[src/hw/rtl/ksm_pkg.sv]
// shared types and constants of the scalar kalman smoother
`default_nettype none

package ksm_pkg;

    // width of variances and noise registers, unsigned q8.24
    localparam int VAR_W     = 32;
    localparam int CFG_IDX_W = 2;

    // configuration register indexes
    localparam logic [CFG_IDX_W-1:0] CFG_PROCESS_NOISE    = 2'd0;
    localparam logic [CFG_IDX_W-1:0] CFG_MEASURE_NOISE    = 2'd1;
    localparam logic [CFG_IDX_W-1:0] CFG_INITIAL_VARIANCE = 2'd2;

    // register values after reset
    localparam logic [VAR_W-1:0] RST_PROCESS_NOISE    = 32'd168;
    localparam logic [VAR_W-1:0] RST_MEASURE_NOISE    = 32'd167772;
    localparam logic [VAR_W-1:0] RST_INITIAL_VARIANCE = 32'd16777216;

    // sequencer states
    typedef enum logic [2:0] {
        ST_IDLE,
        ST_PREP,
        ST_DIV,
        ST_MUL_EST,
        ST_MUL_VAR,
        ST_FINISH
    } t_state;

    // commands from the controller to the datapath
    typedef struct packed {
        logic capture;
        logic prepare;
        logic div_step;
        logic mul_est;
        logic mul_var;
        logic commit;
    } t_cmd;

    // status from the datapath to the controller
    typedef struct packed {
        logic restart;
        logic out_busy;
    } t_sts;

endpackage

`default_nettype wire

[src/hw/rtl/ksm_ctrl.sv]
// sequencer of the kalman smoother: input handshake and step commands
`default_nettype none

module ksm_ctrl #(
    parameter int VAR_FRAC_BITS = 24
) (
    input  wire logic          i_clk,
    input  wire logic          i_rst_n,
    input  wire logic          i_in_valid,
    output logic               o_in_ready,
    input  wire ksm_pkg::t_sts i_sts,
    output ksm_pkg::t_cmd      o_cmd
);

    localparam int CW = $clog2(VAR_FRAC_BITS + 1);
    localparam logic [CW-1:0] DIV_LAST = CW'(VAR_FRAC_BITS);

    ksm_pkg::t_state r_state, n_state;
    logic [CW-1:0]   r_cnt, n_cnt;

    // state and step counter
    always_ff @(posedge i_clk) begin
        if (!i_rst_n) begin
            r_state <= ksm_pkg::ST_IDLE;
            r_cnt   <= '0;
        end else begin
            r_state <= n_state;
            r_cnt   <= n_cnt;
        end
    end

    // next state and commands
    always_comb begin
        n_state    = r_state;
        n_cnt      = r_cnt;
        o_cmd      = '0;
        o_in_ready = 1'b0;
        unique case (r_state)
            ksm_pkg::ST_IDLE: begin
                o_in_ready = 1'b1;
                if (i_in_valid) begin
                    o_cmd.capture = 1'b1;
                    n_state       = ksm_pkg::ST_PREP;
                end
            end
            ksm_pkg::ST_PREP: begin
                // restart items skip the update arithmetic
                o_cmd.prepare = 1'b1;
                n_cnt         = '0;
                n_state       = i_sts.restart ? ksm_pkg::ST_FINISH : ksm_pkg::ST_DIV;
            end
            ksm_pkg::ST_DIV: begin
                // one quotient bit per cycle, integer bit first
                o_cmd.div_step = 1'b1;
                n_cnt          = r_cnt + 1'b1;
                if (r_cnt == DIV_LAST) begin
                    n_state = ksm_pkg::ST_MUL_EST;
                end
            end
            ksm_pkg::ST_MUL_EST: begin
                o_cmd.mul_est = 1'b1;
                n_state       = ksm_pkg::ST_MUL_VAR;
            end
            ksm_pkg::ST_MUL_VAR: begin
                o_cmd.mul_var = 1'b1;
                n_state       = ksm_pkg::ST_FINISH;
            end
            ksm_pkg::ST_FINISH: begin
                // wait for the output register to free up
                if (!i_sts.out_busy) begin
                    o_cmd.commit = 1'b1;
                    n_state      = ksm_pkg::ST_IDLE;
                end
            end
            default: begin
                n_state = ksm_pkg::ST_IDLE;
            end
        endcase
    end

endmodule

`default_nettype wire

[src/hw/rtl/ksm_dpath.sv]
// datapath of the kalman smoother: registers, gain divider, shared multiplier
`default_nettype none

module ksm_dpath #(
    parameter int SAMPLE_WIDTH  = 16,
    parameter int VAR_FRAC_BITS = 24
) (
    input  wire logic                                 i_clk,
    input  wire logic                                 i_rst_n,
    input  wire ksm_pkg::t_cmd                        i_cmd,
    output ksm_pkg::t_sts                             o_sts,
    input  wire logic                                 i_cfg_valid,
    input  wire logic [ksm_pkg::CFG_IDX_W-1:0]        i_cfg_index,
    input  wire logic [ksm_pkg::VAR_W-1:0]            i_cfg_data,
    input  wire logic signed [SAMPLE_WIDTH-1:0]       i_sample,
    input  wire logic                                 i_start_req,
    input  wire logic                                 i_out_ready,
    output logic                                      o_out_valid,
    output logic signed [SAMPLE_WIDTH-1:0]            o_estimate,
    output logic [VAR_FRAC_BITS:0]                    o_gain,
    output logic [ksm_pkg::VAR_W-1:0]                 o_variance
);

    localparam int SW   = SAMPLE_WIDTH;
    localparam int FB   = VAR_FRAC_BITS;
    localparam int GW   = FB + 1;
    localparam int VW   = ksm_pkg::VAR_W;
    localparam int SUMW = VW + 1;
    localparam int RW   = VW + 2;
    localparam int BW   = (SW + 1 > VW + 1) ? SW + 1 : VW + 1;
    localparam int AW   = FB + 2;
    localparam int PW   = AW + BW;

    localparam logic [GW-1:0] ONE_FX = {1'b1, {FB{1'b0}}};
    localparam logic signed [PW-1:0] HALF_FX = {{(PW-FB){1'b0}}, 1'b1, {(FB-1){1'b0}}};

    // configuration and filter state
    logic [VW-1:0]          r_proc_noise, r_meas_noise, r_init_var;
    logic signed [SW-1:0]   r_est;
    logic [VW-1:0]          r_var;
    logic                   r_primed;
    logic                   r_out_valid;

    // per item working registers
    logic signed [SW-1:0]   r_sample;
    logic                   r_restart;
    logic [VW-1:0]          r_pred;
    logic [SUMW-1:0]        r_sum;
    logic [RW-1:0]          r_rem;
    logic [GW-1:0]          r_quo;
    logic signed [PW-1:0]   r_prod;
    logic signed [SW-1:0]   r_est_new;
    logic signed [SW-1:0]   r_out_est;
    logic [GW-1:0]          r_out_gain;
    logic [VW-1:0]          r_out_var;

    logic [SUMW-1:0]        w_pred_raw;
    logic [VW-1:0]          w_pred;
    logic [SUMW-1:0]        w_sum;
    logic                   w_ge;
    logic [RW-1:0]          w_rem_sub;
    logic [GW-1:0]          w_gain;
    logic signed [BW-1:0]   w_diff;
    logic signed [AW-1:0]   w_mul_a;
    logic signed [BW-1:0]   w_mul_b;
    logic signed [PW-1:0]   w_prod;
    logic signed [PW-1:0]   w_round;
    logic signed [BW-1:0]   w_est_sum;

    // predicted variance with saturation, and divisor
    assign w_pred_raw = {1'b0, r_var} + {1'b0, r_proc_noise};
    assign w_pred     = w_pred_raw[VW] ? {VW{1'b1}} : w_pred_raw[VW-1:0];
    assign w_sum      = {1'b0, w_pred} + {1'b0, r_meas_noise};

    // restoring division step
    assign w_ge      = (r_rem >= RW'(r_sum));
    assign w_rem_sub = w_ge ? (r_rem - RW'(r_sum)) : r_rem;

    // zero divisor gives zero gain
    assign w_gain = (r_sum == '0) ? '0 : r_quo;

    // shared multiplier: gain by innovation, then (1 - gain) by prediction
    assign w_diff  = BW'(r_sample) - BW'(r_est);
    assign w_mul_a = i_cmd.mul_est ? signed'({1'b0, w_gain})
                                   : signed'({1'b0, ONE_FX - w_gain});
    assign w_mul_b = i_cmd.mul_est ? w_diff : signed'(BW'(r_pred));
    assign w_prod  = w_mul_a * w_mul_b;

    // round to nearest, ties up, on the registered product
    assign w_round   = (r_prod + HALF_FX) >>> FB;
    assign w_est_sum = BW'(r_est) + w_round[BW-1:0];

    // control state, configuration and filter state
    always_ff @(posedge i_clk) begin
        if (!i_rst_n) begin
            r_proc_noise <= ksm_pkg::RST_PROCESS_NOISE;
            r_meas_noise <= ksm_pkg::RST_MEASURE_NOISE;
            r_init_var   <= ksm_pkg::RST_INITIAL_VARIANCE;
            r_est        <= '0;
            r_var        <= '0;
            r_primed     <= 1'b0;
            r_out_valid  <= 1'b0;
        end else begin
            if (i_cfg_valid) begin
                case (i_cfg_index)
                    ksm_pkg::CFG_PROCESS_NOISE:    r_proc_noise <= i_cfg_data;
                    ksm_pkg::CFG_MEASURE_NOISE:    r_meas_noise <= i_cfg_data;
                    ksm_pkg::CFG_INITIAL_VARIANCE: r_init_var   <= i_cfg_data;
                    default: ;
                endcase
            end
            if (i_cmd.commit) begin
                r_primed    <= 1'b1;
                r_out_valid <= 1'b1;
                if (r_restart) begin
                    r_est <= r_sample;
                    r_var <= r_init_var;
                end else begin
                    r_est <= r_est_new;
                    r_var <= w_round[VW-1:0];
                end
            end else if (i_out_ready) begin
                r_out_valid <= 1'b0;
            end
        end
    end

    // working and output payload registers
    always_ff @(posedge i_clk) begin
        if (i_cmd.capture) begin
            r_sample  <= i_sample;
            r_restart <= i_start_req | ~r_primed;
        end
        if (i_cmd.prepare) begin
            r_pred <= w_pred;
            r_sum  <= w_sum;
            r_rem  <= RW'(w_pred);
            r_quo  <= '0;
        end
        if (i_cmd.div_step) begin
            r_rem <= {w_rem_sub[RW-2:0], 1'b0};
            r_quo <= {r_quo[GW-2:0], w_ge};
        end
        if (i_cmd.mul_est) begin
            r_prod <= w_prod;
        end
        if (i_cmd.mul_var) begin
            r_est_new <= w_est_sum[SW-1:0];
            r_prod    <= w_prod;
        end
        if (i_cmd.commit) begin
            if (r_restart) begin
                r_out_est  <= r_sample;
                r_out_gain <= '0;
                r_out_var  <= r_init_var;
            end else begin
                r_out_est  <= r_est_new;
                r_out_gain <= w_gain;
                r_out_var  <= w_round[VW-1:0];
            end
        end
    end

    assign o_sts.restart  = r_restart;
    assign o_sts.out_busy = r_out_valid & ~i_out_ready;
    assign o_out_valid    = r_out_valid;
    assign o_estimate     = r_out_est;
    assign o_gain         = r_out_gain;
    assign o_variance     = r_out_var;

endmodule

`default_nettype wire

[src/hw/rtl/scalar_kalman_smoother_unit.sv]
// Scalar Kalman filter with a constant-position model, one result per sample.
// Input item (s_axis): sample in tdata, start_req in tuser. Result item (m_axis):
// estimate, gain and variance packed into tdata. Configuration writes on the cfg
// channel (index 0 process noise, 1 measurement noise, 2 initial variance) are
// always taken; unknown indexes are dropped. Write them only while the block is idle.
// The first item after reset, or one with start_req set, skips the update arithmetic
// and gives its result after the prepare step. Any other item passes through the
// prepare step and the gain divider, which produces one quotient bit per cycle,
// followed by two passes through one multiplier, before its result is loaded.
// One item is in work at a time; the next is taken the cycle after a result is
// loaded into the output register.
// A result waits in the output register while m_axis_tready is low; the following
// item is still accepted and worked on, and holds before its result until the
// register is free.
// Reset clears estimate, variance and the primed flag and restores the default
// noise settings; the first item after reset always restarts the filter.
`default_nettype none

module scalar_kalman_smoother_unit #(
    parameter int SAMPLE_WIDTH  = 16,
    parameter int VAR_FRAC_BITS = 24
) (
    input  wire logic                                    i_clk,
    input  wire logic                                    i_rst_n,
    // sample
    input  wire logic                                    s_axis_tvalid,
    output logic                                         s_axis_tready,
    input  wire logic [((SAMPLE_WIDTH+7)/8)*8-1:0]       s_axis_tdata,  // sample
    input  wire logic                                    s_axis_tuser,  // start_req
    // estimate, gain, variance
    output logic                                         m_axis_tvalid,
    input  wire logic                                    m_axis_tready,
    output logic [((SAMPLE_WIDTH+VAR_FRAC_BITS+1+ksm_pkg::VAR_W+7)/8)*8-1:0]
                                                         m_axis_tdata,
    // m_axis_tdata from bit 0: estimate, gain, variance, zero padding
    // configuration writes
    input  wire logic                                    i_cfg_valid,
    output logic                                         o_cfg_ready,
    input  wire logic [ksm_pkg::CFG_IDX_W-1:0]           i_cfg_index,
    input  wire logic [ksm_pkg::VAR_W-1:0]               i_cfg_data
);

    localparam int OUT_TDATA_W = ((SAMPLE_WIDTH + VAR_FRAC_BITS + 1 + ksm_pkg::VAR_W + 7) / 8) * 8;

    ksm_pkg::t_cmd                  w_cmd;
    ksm_pkg::t_sts                  w_sts;
    logic signed [SAMPLE_WIDTH-1:0] w_estimate;
    logic [VAR_FRAC_BITS:0]         w_gain;
    logic [ksm_pkg::VAR_W-1:0]      w_variance;

    // sequencer
    ksm_ctrl #(
        .VAR_FRAC_BITS (VAR_FRAC_BITS)
    ) u_ctrl (
        .i_clk      (i_clk),
        .i_rst_n    (i_rst_n),
        .i_in_valid (s_axis_tvalid),
        .o_in_ready (s_axis_tready),
        .i_sts      (w_sts),
        .o_cmd      (w_cmd)
    );

    // arithmetic and state
    ksm_dpath #(
        .SAMPLE_WIDTH  (SAMPLE_WIDTH),
        .VAR_FRAC_BITS (VAR_FRAC_BITS)
    ) u_dpath (
        .i_clk       (i_clk),
        .i_rst_n     (i_rst_n),
        .i_cmd       (w_cmd),
        .o_sts       (w_sts),
        .i_cfg_valid (i_cfg_valid),
        .i_cfg_index (i_cfg_index),
        .i_cfg_data  (i_cfg_data),
        .i_sample    (s_axis_tdata[SAMPLE_WIDTH-1:0]),
        .i_start_req (s_axis_tuser),
        .i_out_ready (m_axis_tready),
        .o_out_valid (m_axis_tvalid),
        .o_estimate  (w_estimate),
        .o_gain      (w_gain),
        .o_variance  (w_variance)
    );

    // pack the result item
    assign m_axis_tdata = OUT_TDATA_W'({w_variance, w_gain, w_estimate});
    assign o_cfg_ready  = 1'b1;

endmodule

`default_nettype wire

[config.mk]
export PLATFORM = sky130hd
export DESIGN_NAME = scalar_kalman_smoother_unit
export DESIGN_NICKNAME = d
export VERILOG_FILES = /design/src/hw/rtl/ksm_pkg.sv /design/src/hw/rtl/ksm_ctrl.sv /design/src/hw/rtl/ksm_dpath.sv /design/src/hw/rtl/scalar_kalman_smoother_unit.sv
export SDC_FILE = /design/constraint.sdc
export NUM_CORES = 2
export LEC_CHECK = 0
export BUFFER_PORTS_ARGS = -buffer_cell sky130_fd_sc_hd__clkbuf_2
export CORE_MARGIN = 10
export CORE_UTILIZATION = 50
export DETAILED_ROUTE_END_ITERATION = 8
export PLACE_DENSITY_LB_ADDON = 0.1
export SYNTH_ARGS = -nofsm -noshare
export SYNTH_HDL_FRONTEND = slang
export SYNTH_SLANG_ARGS = --single-unit
[constraint.sdc]
create_clock -name i_clk -period 10.9 [get_ports i_clk]
set_input_delay 2.18 -clock i_clk [delete_from_list [all_inputs] [get_ports i_clk]]
set_output_delay 2.18 -clock i_clk [all_outputs]
set_load 0.03 [all_outputs]
Word level (Yosys, flattened, before mapping):

Index checks and enable logic that the tools add are counted.

* memory bits (read-only): 0
* bits in latches: 0
* logic and storage cells: 87
* memories: 0
* input bits: 56
* output and inout port bits: 83
* memory bits (writable): 0
* flip-flop bits (word level): 440

* shift operators: 0
* equal/unequal tests: 11
* $add $sub $neg: 8
* reduce and logical (&&, ||, !) cells: 11
* divide/modulo/power cells: 0
* multiplexer cells: 30
* $lt $le $gt $ge: 1
* bitwise gates (word level): 4
* $mul: 1

Operator list (number)
* $mux 56: 2
* $mux 25: 4
* $mux 34: 2
* $add 32x32->33: 2
* $mux 33: 2
* $mux 32: 2
* $add 56x25->56 const B: 1
* $mul 26x33->56: 1
* $ge 34x33->1: 1
* $logic_not 33->1: 1
* $sub 33x33->33: 1
* $sub 25x25->25 const A: 1
* $pmux 3 s6: 1
* $sub 16x16->17: 1
* $add 16x16->16: 1
* $mux 16: 1
* $mux 3: 4
* $mux 1: 11
* $pmux 5 s2: 1
* $reduce_bool 2->1: 4
* $eq 3x2->1 const B: 2
* $eq 3x3->1 const B: 2
* $reduce_and 2->1: 3
* $add 5x1->5 const B: 1
* other kinds (12): 14

Longest topological paths before layout:

* depth after elaboration: 7
* gate-level depth with buffers: 42
* gate-level depth less buffers: 39

By module:

Synthesis repeated with hierarchy kept, for this count alone.

* cell total of the unflattened synthesis: 5387
* area, all modules: 50269.5 µm²

By module, submodules not included
* ksm_dpath: cells each 5311, seq. area each 10810.4 µm², area an instance 49647.6 µm², instances 1
* ksm_ctrl: cells each 66, seq. area each 160.2 µm², area an instance 554.3 µm², instances 1
* scalar_kalman_smoother_unit: cells each 10, seq. area each 0.0 µm², area an instance 67.6 µm², instances 1

Worst setup path after synthesis:

No wires, ideal clock.

* path type: flip-flop to flip-flop
* from: register u_dpath.r_sum[1]
* to: register u_dpath.r_prod[55] (data pin)
* cell stages (with the launch flop): 42
* period minus slack after synthesis: 9952 ps
* library setup time: 174 ps
* buffers on the path: 5
* arrival: 9777 ps
* slack: 948 ps
* required time: 10726 ps
* path through: edfxtp_1 nor4_1 nand4_1 or3_1 clkbuf_1 and2_0 clkbuf_1 inv_1 clkbuf_1 ha_1 clkbuf_1 o21ai_1 nand2_1 o21ai_0 nand2_1 clkbuf_1 nor2_1 fa_1 [... 6 more ...] inv_1 fa_1 fa_1 inv_1 fa_1 inv_1 ha_1 a21oi_1 a21boi_0 o21ai_0 nand2_1 a31o_2 or3_1 a31oi_1 o21ai_1 a41oi_1 o31ai_1 a311oi_1

* word-level cells in the longest chain between the ends: 7

Ends and longest elaborated chain
* start, declared: RTL line ksm_dpath.sv:48 `logic [SUMW-1:0] r_sum;`
* start signal, assigned: RTL line ksm_dpath.sv:136 `r_sum <= w_sum;`
* $logic_not 33->1 *: RTL line ksm_dpath.sv:80 `assign w_gain = (r_sum == '0) ? '0 : r_quo;`
* $mux 25 *: RTL line ksm_dpath.sv:80
* $sub 25x25->25: RTL line ksm_dpath.sv:85 `: signed'({1'b0, ONE_FX - w_gain});`
* $mux 25 *: RTL line ksm_dpath.sv:84 `assign w_mul_a = i_cmd.mul_est ? signed'({1'b0, w_gain})`
* $mul 26x33->56 *: RTL line ksm_dpath.sv:87 `assign w_prod = w_mul_a * w_mul_b;`
* named net u_dpath.w_prod[55]: RTL line ksm_dpath.sv:66 `logic signed [PW-1:0] w_prod;`
* $mux 56: RTL line ksm_dpath.sv:144 `if (i_cmd.mul_est) begin`
* $mux 56 *: RTL line ksm_dpath.sv:147 `if (i_cmd.mul_var) begin`
* end signal, assigned: RTL line ksm_dpath.sv:145 `r_prod <= w_prod;`
* end signal, assigned: RTL line ksm_dpath.sv:149 `r_prod <= w_prod;`
* end, declared: RTL line ksm_dpath.sv:51 `logic signed [PW-1:0] r_prod;`

Mark *: on every way through the listed nets, which the timed path passes. The rest lies on a longest branch. The select of a mux whose other input is x is not followed.
A chain may end at the register's enable or synchronous reset.

Final worst setup path:

* from: register u_dpath.r_sum[1]
* to: register u_dpath.r_prod[50] (data pin)

The elaborated chain is that of the path after synthesis.

==> impl_metrics.py <==
metrics = {
    "status": {
        "run_status": "finished, final reports clean",
    },
    "drt": {
        "drt-vias-per-instance": 5.50,
        "postRouteAntennaNets": 0,
        "drtPass1Iterations": 6,
        "vias": 37600,
        "routedWlPerCell_um": 21.8,
        "drt_iter0_drc": 2884,
        "wirelength_um": 149000,
        "drcViolationCount": 0,
    },
    "floorplan": {
        "die-area_um2": 114000,
        "ios": 139,
        "die_h_um": 337,
        "start_util_pct": 50.3,
        "placementRows": 116,
        "die_w_um": 337,
        "core-area_um2": 99900,
    },
    "global_routing": {
        "grt_pass1_wl_um": 233000,
        "antenna_found_initial": 11,
        "grt_overflow": 0,
        "grt_usage_pct": 26.8,
        "grt_max_degree": 99,
        "grt_pass1_vias": 38300,
    },
    "final_layout": {
        "drive_above_1_share_pct": 8.32,
        "layout_commonest_cell": "inv_1",
        "final_area_um2": 54400,
        "fin_cells": 6837,
        "nets": 6662,
        "layout_common_cells": "inv_1 (912), fa_1 (823), nand2_1 (802)",
        "syn_to_final_growth_pct": 8.18,
    },
    "yosys": {
        "ys_types": 84,
        "synth-main-ff-cell": "edfxtp_1",
        "yosys_register_bits": 417,
        "netlist_area_um2": 50200,
        "syn_inst": 5440,
        "ys_warn_count": 0,
        "ys_seq_area_share_pct": 21.8,
        "synth-async-reset-ratio_pct": 0,
        "synth_edf_count": 262,
        "syn_area_per_cell_um2": 9.24,
    },
    "critical_path": {
        "crit_buf_inv": 7,
        "worstSetupPathType": "reg2reg",
        "worstPathArrival_ns": 10.87,
        "cp-end-kind": "register",
        "crit_path_frequent_cell": "fa_1",
        "worstPathMaxFanout": 12,
        "critPathTopFamily": "adder cells",
        "cp.required_ns": 11.26,
        "max_stage_delay_ns": 0.66,
        "regToRegSetupSlack_ns": 0.39,
        "setup.worst_path.start_class": "register",
        "critPathSlowestCell": "and3_1",
    },
    "sta": {
        "min_period_ns": 10.51,
        "tightest_slew_ns": 1.08,
        "clock-skew-final_ns": 0.0472,
        "setup_viol": 0,
        "hold_viol": 0,
        "timing.final.ws_setup_ns": 0.390,
        "max_clock_freq_ghz": 0.0951,
        "rsz0062_at_grt": "no",
        "max_slew_margin_pct": 27.7,
        "fin_crit_sh_pct": 96.4,
        "fin_tns_setup_ns": 0,
        "final-max-slew-violation-count": 0,
    },
    "placement": {
        "io_buffers": 130,
        "place.gp.congestion": 0.939,
        "place_ws_ns": 0.0123,
        "dp.cells": 6745,
        "dp_hpwl_um": 122000,
        "dpl-instance-area_um2": 52700,
    },
    "cts": {
        "cts_max_level": 2,
        "clock_latency_ns": 0.62,
        "cts_hold_repair.buffers": 0,
        "cts-root-buf": "clkbuf_16",
        "path_clk_slew_ns": 0.06,
        "cts_tree": "built",
        "cts.sinks": 417,
        "cts_made_buffers": 48,
        "cts_buffer_depth": 3,
    },
    "min_path": {
        "hold_path_class": "reg2reg",
    },
    "flow_run": {
        "maxCapViolCount": 0,
    },
}
-- flip-flops by register name, summed over array words and instances, names as in the netlist, 25 cells and up --
signal / count
u_dpath.r_rem: 34
u_dpath.o_gain: 25
u_dpath.r_meas_noise: 32
u_dpath.r_quo: 25
u_dpath.r_sum: 33
u_dpath.r_var: 32
u_dpath.r_prod: 33
u_dpath.r_proc_noise: 32
u_dpath.r_init_var: 32
u_dpath.r_pred: 32
u_dpath.o_variance: 32
-- layout make-up --
cell class / count / area, µm²
flip-flops and latches: 417 / 11000
repair buffers: 267 / 1770
diodes: 1 / 2.50
clock buffers: 52 / 1230
fillers: 9179 / 45500
clock inverters: 37 / 348
multi-input cells: 3850 / 35000
inverters: 915 / 3440
well taps: 1298 / 1620
-- metal layers --
layer / part of all wire, % / track usage (%) / vias up
met5: 0.0087 / 0 / -
met4: 2.5 / 6.40 / 2
met3: 8.6 / 5.79 / 190
met2: 45 / 41.6 / 1312
met1: 44 / 38.1 / 18900
li1: - / - / 17300
-- cells in the mapped netlist, types with 6 or more instances --
cell type    n  area, µm²
inv_1      914       3430
fa_1       823      16500
nand2_1    805       3020
nor2_1     549       2060
ha_1       284       3550
edfxtp_1   262       7870
clkbuf_1   245        920
a21oi_1    167        836
dfxtp_1    155       3100
a21boi_0   139       1040
a21o_1     112        841
o21ai_0    107        536
xnor2_1    107        937
and2_1      79        494
xor2_1      76        666
nand3_1     66        330
nor3_1      41        205
nand2b_1    36        225
mux2_2      32        360
nand4_1     29        181
nor2b_1     29        181
o21a_1      28        210
or2_2       27        169
and3_1      26        163
mux2i_1     21        210
o21bai_1    19        143
nor4_1      17        106
o2bb2ai_1   17        149
a211oi_1    15        113
or3_1       15       93.8
o31ai_1     14        105
a22o_1      12        105
o211ai_1    12       90.1
a31oi_1     10       62.6
buf_1       10       37.5
a211o_1      9       78.8
buf_4        8       60.1
nor3b_1      8       60.1
o21ai_1      8       40.0
a2111oi_0    7       61.3
a41oi_1      6       52.6
o2111ai_1    6       52.6
-- path summary, 6_finish.rpt --
path	from	end	cells after the start
worst max-delay path	u_dpath.r_sum[1]	u_dpath.r_prod[50]	35
worst min-delay path	u_dpath.r_init_var[20]	u_dpath.r_init_var[20]	2
worst max register to register	u_dpath.r_sum[1]	u_dpath.r_prod[50]	35
worst min register to register	u_dpath.r_init_var[20]	u_dpath.r_init_var[20]	2
-- through the flow --
| stage | hold slack, ns | utilization, % |
|---|---|---|
| CTS | 0.468 | 54.3 |
| finish | 0.465 | 54.4 |
| floorplan | 0.440 | - |
| detailed placement | 0.458 | 52.8 |
| global route | 0.483 | 54.4 |
| global placement | 0.450 | 52.8 |
-- repair_timing --
action,CTS,global route
pin swaps,0,2
endpoints found under the hold margin,0,0
endpoints found under the setup margin,1,18
buffers inserted,0,2
gates resized for setup,2,18
-- cells by family (layout without fill, tap and decap cells) --
group | count (synthesis) | in the layout | share of synthesized area, %
xor+xnor | 183 | 183 | 3.19
flops | 417 | 417 | 21.8
simple gates | 1757 | 1757 | 15.1
compound gates | 740 | 740 | 9.96
mux | 55 | 55 | 1.21
other cells | 2 | 9 | 0.0149
buf+inv | 1179 | 1271 | 8.87
fa+ha+maj | 1107 | 1107 | 39.9
-- worst reg2reg max path, delay by kind of cell (launching register included) --
kind	cells	cell delay, ns
buffers and inverters	7	0.82
flip-flops	1	0.47
AND/OR/NAND/NOR	10	2.98
AO/OA/AOI/OAI	8	1.62
adder cells (fa/ha/maj)	9	4.28
XOR/XNOR	1	0.10
Power is not shown: default switching activity piles up to over one toggle a cycle in this logic, so the estimate is an artifact.
